**config.mk**
```make
export PLATFORM = sky130hd
export DESIGN_NAME = floor_quotient_block_power_sum_flat
export DESIGN_NICKNAME = d
export VERILOG_FILES = /design/src/rtl/fqbps_pkg.sv /design/src/rtl/fqbps_limit_if.sv /design/src/rtl/fqbps_total_if.sv /design/src/rtl/fqbps_div.sv /design/src/rtl/floor_quotient_block_power_sum.sv /design/src/flat_wrapper.sv
export SDC_FILE = /design/constraint.sdc
export NUM_CORES = 2
export LEC_CHECK = 0
export BUFFER_PORTS_ARGS = -buffer_cell sky130_fd_sc_hd__buf_2
export CORE_MARGIN = 5
export CORE_UTILIZATION = 40
export DETAILED_ROUTE_END_ITERATION = 6
export SLEW_MARGIN = 5
export SYNTH_ARGS = -nofsm -noshare
export SYNTH_HDL_FRONTEND = slang
export SYNTH_HIERARCHICAL = 1
export SYNTH_SLANG_ARGS = --single-unit
```
**constraint.sdc**
```tcl
create_clock -name clk -period 11.6 [get_ports clk]
set_input_delay 2.9 -clock clk [delete_from_list [all_inputs] [get_ports clk]]
set_output_delay 2.9 -clock clk [all_outputs]
set_load 0.01 [all_outputs]
```
**src/rtl/fqbps_pkg.sv**
```systemverilog
// ----------------------------------------------------------------------------
// fqbps_pkg: shared definitions for the floor-quotient block power sum
// Widths, constants and the request and response records of the divider.
// ----------------------------------------------------------------------------
package fqbps_pkg;

  // Width of the limit field; only these bits of the input are used.
  localparam int LIMIT_BITS = 20;
  // The square-root search tries root bits from (LIMIT_BITS + 1) / 2 down to 0.
  localparam int ROOT_BITS  = (LIMIT_BITS + 1) / 2 + 1;
  // Sums wrap modulo 2^TOTAL_W; the multiplier handles one half word a cycle.
  localparam int TOTAL_W    = 64;
  localparam int HALF_W     = TOTAL_W / 2;
  // Second multiplier operand: holds quotients, loop indexes and 2m+1.
  localparam int MB_W       = LIMIT_BITS + 1;
  localparam int PROD_W     = HALF_W + MB_W;
  localparam int DIV_CNT_W  = $clog2(LIMIT_BITS + 1);
  // The sum-of-squares closed form divides m(m+1)(2m+1) by six: by three
  // through a multiplication by the reciprocal rounded up, which is exact for
  // every limit-wide m once THIRD_SHIFT bits are dropped, and by two as a shift.
  localparam int THIRD_SHIFT  = LIMIT_BITS + 1;
  localparam int THIRD_RECIP  = (1 << THIRD_SHIFT) / 3 + 1;
  localparam int THIRD_PROD_W = 2 * LIMIT_BITS;

  typedef struct packed {
    logic                  start;
    logic [LIMIT_BITS-1:0] dividend;
    logic [ROOT_BITS-1:0]  divisor;
  } div_req_t;

  typedef struct packed {
    logic                  done;
    logic [LIMIT_BITS-1:0] quo;
  } div_rsp_t;

endpackage

```
**src/rtl/fqbps_limit_if.sv**
```systemverilog
// ----------------------------------------------------------------------------
// fqbps_limit_if: input channel carrying one summation limit
// Valid/ready channel; a transfer happens when both are high at a clock edge.
// ----------------------------------------------------------------------------
interface fqbps_limit_if;
  import fqbps_pkg::*;

  logic                  valid;
  logic                  ready;
  logic [LIMIT_BITS-1:0] limit;

  modport source (output valid, output limit, input ready);
  modport sink   (input valid, input limit, output ready);
endinterface

```
**src/rtl/fqbps_total_if.sv**
```systemverilog
// ----------------------------------------------------------------------------
// fqbps_total_if: output channel carrying one wrapped power sum
// Valid/ready channel; a transfer happens when both are high at a clock edge.
// ----------------------------------------------------------------------------
interface fqbps_total_if;
  import fqbps_pkg::*;

  logic               valid;
  logic               ready;
  logic [TOTAL_W-1:0] total;

  modport source (output valid, output total, input ready);
  modport sink   (input valid, input total, output ready);
endinterface

```
**src/rtl/fqbps_div.sv**
```systemverilog
// ----------------------------------------------------------------------------
// fqbps_div: shared restoring divider
// Divides a limit-wide dividend by a root-wide divisor, one quotient bit a cycle.
// ----------------------------------------------------------------------------
module fqbps_div (
  input  logic                clk,
  input  logic                rst,
  input  fqbps_pkg::div_req_t req,
  output fqbps_pkg::div_rsp_t rsp
);
  import fqbps_pkg::*;

  logic                  busy;
  logic                  done;
  logic [DIV_CNT_W-1:0]  cnt;
  logic [LIMIT_BITS-1:0] num;
  logic [ROOT_BITS-1:0]  den;
  logic [ROOT_BITS-1:0]  rem;

  logic [ROOT_BITS:0]    trial;
  logic [ROOT_BITS:0]    diff;
  logic                  fits;

  always_comb begin
    trial = {rem, num[LIMIT_BITS-1]};
    diff  = trial - {1'b0, den};
    fits  = (trial >= {1'b0, den});
  end

  always_ff @(posedge clk) begin
    if (rst) begin
      busy <= 1'b0;
      done <= 1'b0;
      cnt  <= '0;
    end else begin
      done <= 1'b0;
      if (req.start) begin
        busy <= 1'b1;
        cnt  <= DIV_CNT_W'(LIMIT_BITS);
        num  <= req.dividend;
        den  <= req.divisor;
        rem  <= '0;
      end else if (busy) begin
        // The quotient bits shift in where the dividend bits leave.
        num <= {num[LIMIT_BITS-2:0], fits};
        rem <= fits ? diff[ROOT_BITS-1:0] : trial[ROOT_BITS-1:0];
        cnt <= cnt - DIV_CNT_W'(1);
        if (cnt == DIV_CNT_W'(1)) begin
          busy <= 1'b0;
          done <= 1'b1;
        end
      end
    end
  end

  assign rsp.done = done;
  assign rsp.quo  = num;

  a_no_restart : assert property (@(posedge clk) disable iff (rst)
    req.start |-> !busy)
    else $error("divider started while a division is still running");

endmodule

```
**src/rtl/floor_quotient_block_power_sum.sv**
```systemverilog
// ----------------------------------------------------------------------------
// floor_quotient_block_power_sum: sum of x^2 * floor(n/x)^3 for x = 1..n
// Floor-quotient block method on one shared divider and one shared multiplier.
// ----------------------------------------------------------------------------
//
//   channel    role    payload                       transfer
//   --------   -----   ---------------------------   -------------------
//   limit_ch   sink    limit [19:0], unsigned n       valid && ready
//   total_ch   source  total [63:0], S mod 2^64       valid && ready
//
// Run time grows with s = floor(sqrt n) and with v = n / ceil(sqrt n); a
// perfect square adds a correction pass. A zero limit goes straight from
// idle to the done state. The divider (one quotient bit per cycle) and the
// multiplier (two half-word partial products per 64 x 21 bit product) set
// the run time.
// Reset clears the sequencer and the output valid; no clearing pass is needed.
// limit_ch.ready is high only while the sequencer is idle. A finished sum
// waits in the output register while the next limit is taken; if the next
// sum finishes before the first is taken, the sequencer holds in its done state.
//
// The work runs in phases:
//   1. The integer square root s is built one bit at a time, squaring each
//      trial value on the multiplier; a perfect square is noted on the way.
//   2. For x = 1..s the term x^2 * (n/x)^3 is accumulated.
//   3. v = n / c is found, with c = s on a perfect square and s + 1 otherwise.
//   4. For each quotient value i = 1..v the term i^3 * (P(n/i) - P(n/(i+1)))
//      is accumulated, with P(m) = m(m+1)(2m+1)/6. The previous P is kept, so
//      each step needs one new quotient. P finds m / 3 through a reciprocal
//      multiplication and divides by three the one of the three factors
//      that is a multiple of three, and halves the even factor, so the
//      product needs no division afterwards.
//   5. On a perfect square, s^5, which phases 2 and 4 both count, is removed.
// All products wrap modulo 2^64; a product of the 64-bit register and a
// 21-bit operand is formed from two half-word partial products.
// ----------------------------------------------------------------------------
module floor_quotient_block_power_sum (
  input  logic          clk,
  input  logic          rst,
  fqbps_limit_if.sink   limit_ch,
  fqbps_total_if.source total_ch
);
  import fqbps_pkg::*;

  localparam int BIDX_W = $clog2(ROOT_BITS);

  typedef enum logic [4:0] {
    S_IDLE,
    S_SQ_MUL,
    S_SQ_CMP,
    S_DIV_WAIT,
    S_MUL_LO,
    S_MUL_HI,
    S_MUL_ADD,
    S_P1_DIV,
    S_P1_Q,
    S_P1_M2,
    S_P1_M3,
    S_P1_M4,
    S_P1_ACC,
    S_MX_DIV,
    S_MX_Q,
    S_P_DIV3,
    S_P_F,
    S_P_M2,
    S_P2_START,
    S_P2_DIV,
    S_P2_Q,
    S_P2_D,
    S_P2_M2,
    S_P2_M3,
    S_P2_ACC,
    S_FIX,
    S_FX_M2,
    S_FX_M3,
    S_FX_M4,
    S_FX_SUB,
    S_DONE
  } state_t;

  state_t                state;
  state_t                ret;      // where a division or product returns
  state_t                pret;     // where a sum-of-squares evaluation returns

  logic [LIMIT_BITS-1:0] n;
  logic [ROOT_BITS-1:0]  root;
  logic [BIDX_W-1:0]     bidx;
  logic                  perfect;
  logic [ROOT_BITS-1:0]  i;
  logic [LIMIT_BITS-1:0] maxv;
  logic [LIMIT_BITS-1:0] pm;       // argument of the sum of squares
  logic [LIMIT_BITS-1:0] p_quo;    // pm / 3
  logic [1:0]            p_rem;    // pm mod 3
  logic [TOTAL_W-1:0]    pprev;    // sum of squares of the previous quotient
  logic [TOTAL_W-1:0]    acc;
  logic [TOTAL_W-1:0]    ma;       // multiplicand and product register
  logic [MB_W-1:0]       mb;
  logic [TOTAL_W-1:0]    prod_lo;
  logic [HALF_W-1:0]     prod_hi;
  logic [TOTAL_W-1:0]    total;
  logic                  total_valid;

  logic [ROOT_BITS-1:0]    sq_try;
  logic [ROOT_BITS-1:0]    c_div;
  logic [HALF_W-1:0]       mul_x;
  logic [PROD_W-1:0]       mul_p;
  logic [THIRD_PROD_W-1:0] third_prod;
  logic [LIMIT_BITS-1:0]   third_q;
  logic [1:0]              third_r;
  logic [MB_W-1:0]         f0;
  logic [MB_W-1:0]         f1;
  logic [MB_W-1:0]         f2;
  logic [MB_W-1:0]         m_ext;
  logic [MB_W-1:0]         q_ext;
  div_req_t                div_req;
  div_rsp_t                div_rsp;

  fqbps_div u_div (
    .clk (clk),
    .rst (rst),
    .req (div_req),
    .rsp (div_rsp)
  );

  // Next trial root: the current root with the bit under test set.
  assign sq_try = root | (ROOT_BITS'(1) << bidx);
  // Smallest x whose quotient is handled by the quotient-value phase.
  assign c_div  = perfect ? root : root + ROOT_BITS'(1);

  // The single multiplier takes the low half of ma, then the high half.
  assign mul_x = (state == S_MUL_HI) ? ma[TOTAL_W-1:HALF_W] : ma[HALF_W-1:0];
  assign mul_p = PROD_W'(mul_x) * PROD_W'(mb);

  // pm / 3 by the reciprocal rounded up; the remainder is what 3q leaves.
  assign third_prod = THIRD_PROD_W'(pm) * THIRD_PROD_W'(THIRD_RECIP);
  assign third_q    = LIMIT_BITS'(third_prod >> THIRD_SHIFT);
  assign third_r    = 2'(pm - ((third_q << 1) + third_q));

  // Factors of m(m+1)(2m+1) with the three and the two already divided out.
  // p_quo and p_rem hold pm / 3 and its remainder while these are read.
  always_comb begin
    m_ext = MB_W'(pm);
    q_ext = MB_W'(p_quo);
    f0 = (p_rem == 2'd0) ? q_ext : m_ext;
    f1 = (p_rem == 2'd2) ? q_ext + MB_W'(1) : m_ext + MB_W'(1);
    f2 = (p_rem == 2'd1) ? {q_ext[MB_W-2:0], 1'b1}
                         : {m_ext[MB_W-2:0], 1'b1};
    if (!pm[0]) begin
      f0 = f0 >> 1;
    end else begin
      f1 = f1 >> 1;
    end
  end

  always_comb begin
    div_req.start    = 1'b0;
    div_req.dividend = n;
    div_req.divisor  = i;
    unique case (state)
      S_P1_DIV: begin
        div_req.start = 1'b1;
      end
      S_MX_DIV: begin
        div_req.start   = 1'b1;
        div_req.divisor = c_div;
      end
      S_P2_DIV: begin
        div_req.start   = 1'b1;
        div_req.divisor = i + ROOT_BITS'(1);
      end
      default: begin
      end
    endcase
  end

  assign limit_ch.ready = (state == S_IDLE);
  assign total_ch.valid = total_valid;
  assign total_ch.total = total;

  always_ff @(posedge clk) begin
    if (rst) begin
      state       <= S_IDLE;
      ret         <= S_IDLE;
      pret        <= S_IDLE;
      total_valid <= 1'b0;
    end else begin
      // The done state decides the output valid itself when it hands over.
      if (total_ch.ready && state != S_DONE) begin
        total_valid <= 1'b0;
      end
      unique case (state)
        S_IDLE: begin
          if (limit_ch.valid) begin
            n       <= limit_ch.limit;
            acc     <= '0;
            root    <= '0;
            perfect <= 1'b0;
            bidx    <= BIDX_W'(ROOT_BITS - 1);
            if (limit_ch.limit == '0) begin
              state <= S_DONE;
            end else begin
              state <= S_SQ_MUL;
            end
          end
        end

        // Square root, one bit per pass.
        S_SQ_MUL: begin
          ma    <= TOTAL_W'(sq_try);
          mb    <= MB_W'(sq_try);
          ret   <= S_SQ_CMP;
          state <= S_MUL_LO;
        end
        S_SQ_CMP: begin
          if (ma <= TOTAL_W'(n)) begin
            root    <= sq_try;
            perfect <= (ma == TOTAL_W'(n));
          end
          if (bidx == '0) begin
            i     <= ROOT_BITS'(1);
            state <= S_P1_DIV;
          end else begin
            bidx  <= bidx - BIDX_W'(1);
            state <= S_SQ_MUL;
          end
        end

        // Shared subroutines.
        S_DIV_WAIT: begin
          if (div_rsp.done) begin
            state <= ret;
          end
        end
        S_MUL_LO: begin
          prod_lo <= TOTAL_W'(mul_p);
          state   <= S_MUL_HI;
        end
        S_MUL_HI: begin
          prod_hi <= mul_p[HALF_W-1:0];
          state   <= S_MUL_ADD;
        end
        S_MUL_ADD: begin
          ma    <= prod_lo + {prod_hi, HALF_W'(0)};
          state <= ret;
        end

        // Direct terms i^2 * (n/i)^3 for i = 1..s.
        S_P1_DIV: begin
          ret   <= S_P1_Q;
          state <= S_DIV_WAIT;
        end
        S_P1_Q: begin
          ma    <= TOTAL_W'(div_rsp.quo);
          mb    <= MB_W'(div_rsp.quo);
          ret   <= S_P1_M2;
          state <= S_MUL_LO;
        end
        S_P1_M2: begin
          ret   <= S_P1_M3;
          state <= S_MUL_LO;
        end
        S_P1_M3: begin
          mb    <= MB_W'(i);
          ret   <= S_P1_M4;
          state <= S_MUL_LO;
        end
        S_P1_M4: begin
          ret   <= S_P1_ACC;
          state <= S_MUL_LO;
        end
        S_P1_ACC: begin
          acc <= acc + ma;
          if (i == root) begin
            state <= S_MX_DIV;
          end else begin
            i     <= i + ROOT_BITS'(1);
            state <= S_P1_DIV;
          end
        end

        // Largest quotient value v, then P(n) to seed the difference chain.
        S_MX_DIV: begin
          ret   <= S_MX_Q;
          state <= S_DIV_WAIT;
        end
        S_MX_Q: begin
          maxv  <= div_rsp.quo;
          pm    <= n;
          pret  <= S_P2_START;
          state <= S_P_DIV3;
        end

        // Sum of squares P(pm), left in ma.
        S_P_DIV3: begin
          p_quo <= third_q;
          p_rem <= third_r;
          state <= S_P_F;
        end
        S_P_F: begin
          ma    <= TOTAL_W'(f0);
          mb    <= f1;
          ret   <= S_P_M2;
          state <= S_MUL_LO;
        end
        S_P_M2: begin
          mb    <= f2;
          ret   <= pret;
          state <= S_MUL_LO;
        end

        // Block terms i^3 * (P(n/i) - P(n/(i+1))) for i = 1..v.
        S_P2_START: begin
          pprev <= ma;
          i     <= ROOT_BITS'(1);
          if (maxv == '0) begin
            state <= S_FIX;
          end else begin
            state <= S_P2_DIV;
          end
        end
        S_P2_DIV: begin
          ret   <= S_P2_Q;
          state <= S_DIV_WAIT;
        end
        S_P2_Q: begin
          pm    <= div_rsp.quo;
          pret  <= S_P2_D;
          state <= S_P_DIV3;
        end
        S_P2_D: begin
          ma    <= pprev - ma;
          pprev <= ma;
          mb    <= MB_W'(i);
          ret   <= S_P2_M2;
          state <= S_MUL_LO;
        end
        S_P2_M2: begin
          ret   <= S_P2_M3;
          state <= S_MUL_LO;
        end
        S_P2_M3: begin
          ret   <= S_P2_ACC;
          state <= S_MUL_LO;
        end
        S_P2_ACC: begin
          acc <= acc + ma;
          if (LIMIT_BITS'(i) == maxv) begin
            state <= S_FIX;
          end else begin
            i     <= i + ROOT_BITS'(1);
            state <= S_P2_DIV;
          end
        end

        // On a perfect square, take out the doubly counted s^5.
        S_FIX: begin
          if (perfect) begin
            ma    <= TOTAL_W'(root);
            mb    <= MB_W'(root);
            ret   <= S_FX_M2;
            state <= S_MUL_LO;
          end else begin
            state <= S_DONE;
          end
        end
        S_FX_M2: begin
          ret   <= S_FX_M3;
          state <= S_MUL_LO;
        end
        S_FX_M3: begin
          ret   <= S_FX_M4;
          state <= S_MUL_LO;
        end
        S_FX_M4: begin
          ret   <= S_FX_SUB;
          state <= S_MUL_LO;
        end
        S_FX_SUB: begin
          acc   <= acc - ma;
          state <= S_DONE;
        end

        // Hand the sum to the output register once it is free.
        S_DONE: begin
          if (!total_valid || total_ch.ready) begin
            total       <= acc;
            total_valid <= 1'b1;
            state       <= S_IDLE;
          end
        end

        default: begin
          state <= S_IDLE;
        end
      endcase
    end
  end

  a_div_done_waited : assert property (@(posedge clk) disable iff (rst)
    div_rsp.done |-> state == S_DIV_WAIT)
    else $error("divider finished while the sequencer was not waiting for it");

  a_div_nonzero : assert property (@(posedge clk) disable iff (rst)
    div_req.start |-> div_req.divisor != '0)
    else $error("division started with a zero divisor");

  a_p1_index : assert property (@(posedge clk) disable iff (rst)
    state == S_P1_ACC |-> (i != '0 && i <= root))
    else $error("direct-term index left the range 1..s");

  a_out_from_done : assert property (@(posedge clk) disable iff (rst)
    $rose(total_valid) |-> $past(state) == S_DONE)
    else $error("output loaded outside the done state");

endmodule

```
**src/flat_wrapper.sv**
```systemverilog
// flat-port wrapper written by rule: the top's interface ports become plain ports
module floor_quotient_block_power_sum_flat import fqbps_pkg::*;
  (clk, rst, limit_ch_valid, limit_ch_limit, limit_ch_ready, total_ch_valid, total_ch_total, total_ch_ready);
  fqbps_limit_if limit_ch_i ();
  fqbps_total_if total_ch_i ();
  input  logic clk;
  input  logic rst;
  input wire logic [$bits(limit_ch_i.valid)-1:0] limit_ch_valid;
  input wire logic [$bits(limit_ch_i.limit)-1:0] limit_ch_limit;
  output wire logic [$bits(limit_ch_i.ready)-1:0] limit_ch_ready;
  output wire logic [$bits(total_ch_i.valid)-1:0] total_ch_valid;
  output wire logic [$bits(total_ch_i.total)-1:0] total_ch_total;
  input wire logic [$bits(total_ch_i.ready)-1:0] total_ch_ready;
  assign limit_ch_i.valid = limit_ch_valid;
  assign limit_ch_i.limit = limit_ch_limit;
  assign limit_ch_ready = limit_ch_i.ready;
  assign total_ch_valid = total_ch_i.valid;
  assign total_ch_total = total_ch_i.total;
  assign total_ch_i.ready = total_ch_ready;
  floor_quotient_block_power_sum u_core (.clk(clk), .rst(rst), .limit_ch(limit_ch_i), .total_ch(total_ch_i));
endmodule
```
==> results by group <==
Status
  – Outcome: finished, final reports clean

Timing
  – Fmax: 0.102 GHz
  – RSZ-0062 raised after global routing: false
  – Period minus WS final: ~10000 ps
  – Fin crit share: 0.843
  – Final setup viols: 0
  – Fin. Hold Viols: 0
  – Least-Margin Pin Slew: about 1400 ps
  – Max Clock Skew: 48.8 ps
  – Final Slew Violations: 0
  – Max transition margin: 0.0937
  – Setup TNS: 0 ps

Setup path
  – Reg2reg end: u_core/prod_lo[46]$_DFFE_PP_
  – Crit. End Element: flop
  – Crit path top cell by count: fa_1
  – Worst-path fanout max: around 50
  – Kind of critical path: flop to flop
  – Register-to-Register Path Depth: 28
  – Startpoint Class: flop
  – Required time of the worst setup path: roughly 12000 ps
  – Reg2reg setup slack: about 1800 ps
  – CP arrival: approximately 10000 ps
  – Max stage delay cell, worst path: o41ai_1
  – Start point of the critical path: u_core/state[4]$_SDFFE_PP0P_
  – Reg2reg start: u_core/state[4]$_SDFFE_PP0P_
  – Slowest cell delay on critical path: between 700 and 800 ps

Placed design
  – PortBufs: 89
  – DP Wirelength: between 100000 and 150000 µm
  – Routability cong.: roughly 0.96

Min path
  – Hold Path Class: flop to flop
  – Hold EP: u_core/pprev[43]$_DFFE_PP_
  – Hold Crit Start: u_core/ma[43]$_DFFE_PP_
  – Hold Path Depth: 0

Routing
  – DR WL met2: roughly 85000 µm
  – WL/cell: 22.0 µm
  – DRT Pass-1 Iters: 6
  – Via density: 5.56
  – Detailed Route Iter0 Violations: around 3900
  – Met1 WL: around 80000 µm
  – Max Used Layer: met4
  – DRC: 0
  – DR WL met3: about 13000 µm
  – Routed Antenna Nets: 0
  – Routed via count: around 47000
  – Final WL: 187000 µm

Yosys
  – Synthesis warning total: 6
  – Yosys cell types: 88
  – Synth Area in Compound Gates: 0.123
  – Cell Area, Synth: between 60000 and 70000 µm²
  – EDFF count, synth: between 500 and 600
  – Synth top area cells: edfxtp_1, fa_1, ha_1
  – Synth Flop Type: edfxtp_1
  – Syn avg cell area: between 9 and 10 µm²
  – Async set-reset flop share out of synthesis: 0
  – Syn Nets: approximately 7700
  – Multiplexer share of the synthesized area: 0.0112
  – Simple-gate area share of the yosys netlist: 0.143
  – Post-Synth XOR/XNOR Area: 0.0493
  – Sequential fraction of the synthesis area: 0.256
  – Top cell type's share of synthesized area: 0.249
  – Mapped Cells: 6468
  – #FFs+latches synth: around 530
  – Synth cell count leaders: inv_1, fa_1, nand2_1, ha_1, edfxtp_1
  – Synth Area in Adders: 0.340
  – Largest family of logic cells by synthesized area: adder cells
  – Area leader, netlist: edfxtp_1
  – Most frequent cell after synthesis: inv_1

Floorplan
  – Std cell rows: around 140
  – Core area: about 150000 µm²
  – Initial Util: 0.401
  – Die height: between 400 and 500 µm
  – DIE AREA: about 160000 µm²
  – Die X: ~400 µm
  – Num ports: 90

Clock tree
  – Num Clock Sinks: approximately 530
  – Root Buffer: clkbuf_16
  – TritonCTS Buffers: 54
  – Clock latency on the worst-skew pair: between 600 and 700 ps
  – CTS hold repair buffers: 0
  – # resized after CTS: 0
  – CTS max path bufs: 3
  – Number of setup buffers added after CTS: 0
  – # H-tree levels: 2
  – TritonCTS clock tree: done
  – Reg clk slew, reported paths: roughly 60 ps

Global route
  – Pin count of the biggest net entering global routing: 65
  – Initial antenna violation count: 10
  – Vias in the first global route: 47900
  – Global-route wire length before repair: around 290000 µm
  – Gr usage total: 0.228
  – GRT Residual Overflow: 0

Finish
  – Final #Nets: roughly 7700
  – Layout cells sized above 1: 0.0556
  – Area growth, synth to finish: 7.61%

Flow run
  – # Max-Cap Violations: 0
through the flow:
stage / std cells / cell area [µm²] / utilization / hold WS (ps) / worst slack (ps)
finish: 8502 / 66400 / 0.432 / 447 / 1820
global route: 8496 / 66400 / 0.432 / 459 / 1260
CTS: 8496 / 66400 / 0.432 / 447 / 1900
detailed placement: 8396 / 64500 / 0.420 / 443 / 1950
global placement: 8396 / 64500 / 0.419 / 428 / 2020
floorplan: 6468 / 61700 / - / 423 / 3020
per-layer routing:
metal,up-vias,GRT usage
li1,21500,-
met1,23600,0.313
met2,1769,0.363
met3,379,0.0332
met4,0,0.0901
met5,-,0
area by class of cell:
class / count / area [µm²]
diodes: 6 / 15.0
clock buffers: 63 / 1390
clock inverters: 37 / 503
fillers: 14900 / 87300
inverters: 990 / 3720
multi-input cells: 4657 / 41300
flip-flops and latches: 533 / 15800
well taps: 2044 / 2560
repair buffers: 172 / 1080
worst max-delay path: cells and delay by family, from the launching register on:
kind / cells / cell delay, ps
AO/OA/AOI/OAI: 6 / 2330
XOR/XNOR: 1 / 150
adder cells (fa/ha/maj): 8 / 3850
buffers and inverters: 6 / 1130
flip-flops: 1 / 300
AND/OR/NAND/NOR: 7 / 1670
cell families after synthesis:
group | after synthesis
AND/OR/NAND/NOR | 1818
flip-flops | 533
XOR/XNOR | 347
multiplexers | 66
AO/OA/AOI/OAI | 1176
adder cells (fa/ha/maj) | 1250
buffers and inverters | 1278
worst max-delay path by stage:
stage	to	depth (start not counted)
after detailed placement	u_core/prod_lo[46]$_DFFE_PP_	28
after CTS	u_core/prod_lo[46]$_DFFE_PP_	28
after global routing	u_core/prod_lo[46]$_DFFE_PP_	29
after floorplan	u_core/ma[0]$_DFFE_PP_	3
after global placement	u_core/prod_lo[50]$_DFFE_PP_	29
final	u_core/prod_lo[46]$_DFFE_PP_	28
registers in the layout, summed over array words and instances, names as in the netlist, 3 cells and up:
register and flops:
u_core/acc 64, u_core/root 11, u_core/bidx 4, u_core/pret 3, u_core/p_quo 19, u_core/maxv 20, u_core/state 5, u_core/prod_lo 53
u_core/i 11, u_core/pm 20, u_core/mb 21, u_core/pprev 64, u_core/u_div/num 20, u_core/u_div/den 11, u_core/ma 64, u_core/n 20
u_core/u_div/rem 11, u_core/total_ch.total 64, u_core/prod_hi 32, u_core/u_div/cnt 5, u_core/ret 5
placed cells by master, fill, tap and decap left out, drive strengths merged, types with 42 or more instances in the layout:
cell type and instances:
ha 539, and2 369, xnor2 229, fa 711, a21oi 361, o21ai 240
and3 45, nand4 76, clkbuf 63, nand3 97, inv 995, edfxtp 512
a21o 133, nand2 642, o21bai 52, nor2 342, nor3 70, buf 172
xor2 118, mux2i 42
Power is not shown: default switching activity piles up to over one toggle a cycle in this logic, so the estimate is an artifact.
